`src/design/cfwd_ram.sv`:
```
// Generic single-port-write, single-port-read RAM with a registered read.
// Uses no package.
module cfwd_ram #(
  parameter int unsigned WIDTH = 32,
  parameter int unsigned DEPTH = 64,
  parameter int unsigned AW    = (DEPTH > 1) ? $clog2(DEPTH) : 1
) (
  input  logic             clk,
  input  logic             we,
  input  logic [AW-1:0]    waddr,
  input  logic [WIDTH-1:0] wdata,
  input  logic [AW-1:0]    raddr,
  output logic [WIDTH-1:0] rdata
);

  logic [WIDTH-1:0] mem [DEPTH];

  // A read of the entry being written returns the old contents; read data is registered and appears the next cycle.
  always_ff @(posedge clk) begin
    if (we) begin
      mem[waddr] <= wdata;
    end
    rdata <= mem[raddr];
  end

endmodule

```
`config.mk`:
```
export PLATFORM = sky130hd
export DESIGN_NAME = cfwd_ram
export DESIGN_NICKNAME = d
export VERILOG_FILES = /design/src/design/cfwd_ram.sv
export SDC_FILE = /design/constraint.sdc
export NUM_CORES = 2
export LEC_CHECK = 0
export ABC_AREA = 1
export BUFFER_PORTS_ARGS = -buffer_cell sky130_fd_sc_hd__buf_4
export CAP_MARGIN = 20
export CORE_ASPECT_RATIO = 1.5
export CORE_UTILIZATION = 30
export DETAILED_ROUTE_END_ITERATION = 8
export PLACE_DENSITY = 0.46
export SETUP_SLACK_MARGIN = 0.2
export SLEW_MARGIN = 0
export SYNTH_ARGS = -nofsm -noshare
export SYNTH_HDL_FRONTEND = slang
export SYNTH_SLANG_ARGS = --single-unit
```
`constraint.sdc`:
```
create_clock -name clk -period 6.02 [get_ports clk]
set_input_delay 0.301 -clock clk [delete_from_list [all_inputs] [get_ports clk]]
set_output_delay 0.301 -clock clk [all_outputs]
set_load 0.05 [all_outputs]
```
==> results.sh <==
export IMPL_port_buffers=77
export IMPL_syn2layout_area_growth_pct=13.2
export IMPL_max_stage_delay_ns=1.16
export IMPL_grt_pass1_vias=51000
export IMPL_start_util_pct=30.2
export IMPL_clkSinkCount=2080
export IMPL_drive_gt1_share_pct=7.55
export IMPL_fin_nets=6786
export IMPL_place_hpwl_mm=136
export IMPL_final_seq_area_sq_mm=0.0621
export IMPL_critical_path_required_ns=6.50
export IMPL_cp_cell_sequence="dlygate4sd3_1, buf_4, nand4_1, nor2_4, buf_4"
export IMPL_cp_common_cell="buf_4"
export IMPL_worst_pin_slew_ns=1.15
export IMPL_outcome="complete, no violations"
export IMPL_drc=0
export IMPL_drv_slew=0
export IMPL_tns_ns=0
export IMPL_crit_slowest_cell="nor2_4"
export IMPL_cts_tree="done"
export IMPL_fmax_mhz=314
export IMPL_cts_resized=0
export IMPL_drt_iter0_drc=4468
export IMPL_busiest_layer="met2"
export IMPL_firstDrtPassIters=5
export IMPL_synth_distinct_cells=16
export IMPL_finalSetupViolations=0
export IMPL_pre_cts_ws_ns=2.54
export IMPL_synth_top_area_share_pct=74.3
export IMPL_grt_max_degree=210
export IMPL_grt_met3_usage_pct=2.42
export IMPL_fp_dieH_microns=645
export IMPL_clock_latency_ns=0.87
export IMPL_cts_setup_buffers=0
export IMPL_grt_pass1_wl_mm=371
export IMPL_setup_worst_path_end_class="flop"
export IMPL_path_max_fanout=17
export IMPL_dieArea_sq_mm=0.278
export IMPL_cellPowerDensity_mw_per_mm2=322
export IMPL_core_region_area_sq_mm=0.274
export IMPL_wirelength_mm=258
export IMPL_clk_path_buf_depth=4
export IMPL_antenna_found_initial=24
export IMPL_arrival_ns=3.67
export IMPL_hold_viol=0
export IMPL_synth_area_leaders="edfxtp_1 (74%), nand3_1 (12%), nand2_1 (10%)"
export IMPL_setup_slack_ns=2.83
export IMPL_grt_setup_unrepaired="no"
export IMPL_synth_area_sq_mm=0.0827
export IMPL_num_rows=235
export IMPL_synth_top_cell_by_area="edfxtp_1"
export IMPL_leakagePower_uw=0.0320
export IMPL_critPathKind="in -> reg"
export IMPL_viasPerCell=4.95
export IMPL_drv_cap=0
export IMPL_io_pins=78
export IMPL_ys_warn_count=0
export IMPL_critPathLaunchType="input pin"
export IMPL_hold_class="in -> reg"
export IMPL_ir_drop_mv=0.194
export IMPL_grtUsageTotal_pct=18.2
export IMPL_clock_root_buffer="clkbuf_16"
export IMPL_fillers=26800
export IMPL_globalRouteMet2Util_pct=32.6
export IMPL_ys_seq_area_share_pct=75.1
export IMPL_htree_levels=4
export IMPL_clkTransAtPathRegs_ns=0.07
export IMPL_slew_headroom_pct=23.0
export IMPL_min_period_over_period_pct=52.9
export IMPL_grt_util_met1_pct=22.6
export IMPL_post_drt_wl_per_cell_microns=24.4
export IMPL_place_gp_congestion=0.755
export IMPL_ant_nets=0
export IMPL_clock_skew_ns=0.0464
export IMPL_cts_buffers=199
export IMPL_die_w_microns=431
export IMPL_netlist_instances=6769
export IMPL_avgSynthCellArea_sq_um=12.2
export IMPL_grt_ovfl_total=0
export IMPL_multi_input_area_sq_mm=0.0188
export IMPL_vias=52300
export IMPL_fin_crit_ns=3.19
export IMPL_synth_seq_cells=2080
export IMPL_synthesis_nets=6815
[critical path, delay by kind of cell]
kind / cells / cell delay [ns]
simple gates: 2 / 2.03
buf+inv: 3 / 1.29
[kinds of logic (layout without fill, tap and decap cells)]
logic type | Yosys count | in the layout | share of synthesized area, %
and+or+nand+nor | 4228 | 4228 | 22.1
buffers and inverters | 461 | 577 | 2.78
DFF | 2080 | 2080 | 75.1
other | 0 | 12 | 0
[registers in the layout, indices dropped and copies added (netlist names)]
register and cells:
rdata 32, mem 2048
[per-layer routing]
layer,wire length [microns],share of wire [%],vias up
li1,-,-,24000
met1,104000,40,26400
met2,133000,51,1456
met3,13700,5.3,391
met4,7360,2.9,22
met5,147,0.057,-
[synth_stat cells (all sizes together)]
master / count
buf: 372
clkbuf: 77
dfxtp: 32
edfxtp: 2048
inv: 12
nand2: 2248
nand3: 1907
nand4: 9
nor2: 56
nor4: 8
[timing repair]
action	4_1_cts	5_1_grt
hold endpoints to repair	496	0
setup endpoints to repair	0	0
hold buffers	21	0
[per-stage QoR]
step / util [%] / hold WS [ns] / cell area [sq um] / instances / total power (uW)
2_1_floorplan: - / 0.400 / 82700 / 6769 / 17500
3_3_place_gp: 31.9 / 0.686 / 87300 / 10200 / 18300
3_5_place_dp: 31.9 / 0.699 / 87400 / 10200 / 18400
4_1_cts: 34.2 / 0.00162 / 93600 / 10600 / 30500
5_1_grt: 34.2 / 0.0476 / 93600 / 10600 / 31100
6_report: 34.2 / 0.0208 / 93600 / 10600 / 30200
[layout make-up]
class	count	area share, %
Timing Repair Buffer	219	2.12
Clock inverter	91	0.810
Sequential cell	2080	66.4
Inverter	12	0.0895
Multi-Input combinational cell	4228	20.0
Antenna cell	12	0.0321
Clock buffer	255	5.62
Tap cell	3673	4.91
[cells in the final DEF, fill, tap and decap left out, types with 8 or more instances in the layout]
master	n
clkinv_2	26
clkinv_1	43
bufinv_16	13
dlygate4sd3_1	21
nand2_1	2248
nor4_2	8
dfxtp_1	32
edfxtp_1	2048
nor2_4	56
nand4_1	9
buf_12	21
clkbuf_16	201
clkbuf_1	51
buf_4	173
nand3_1	1907
diode_2	12
[power by group]
part	internal [uW]	switching, uW	total, uW	leakage, uW
sequential	16000	97.1	16100	0.0187
clock	6690	5450	12100	0.00293
combinational	444	1450	1900	0.0104
total	23200	7000	30200	0.0320
[worst paths after layout]
check / startpoint / end / slack [ns] / cells after the start
worst max-delay path: waddr[0] / mem[15][3] / 2.83 / 5
worst min register to register: mem[18][26] / rdata[26] / 0.80 / 8
worst min-delay path: wdata[21] / mem[53][21] / 0.02 / 1
worst max register to register: mem[7][31] / rdata[31] / 4.33 / 8
(Power assumes the default switching activity.)
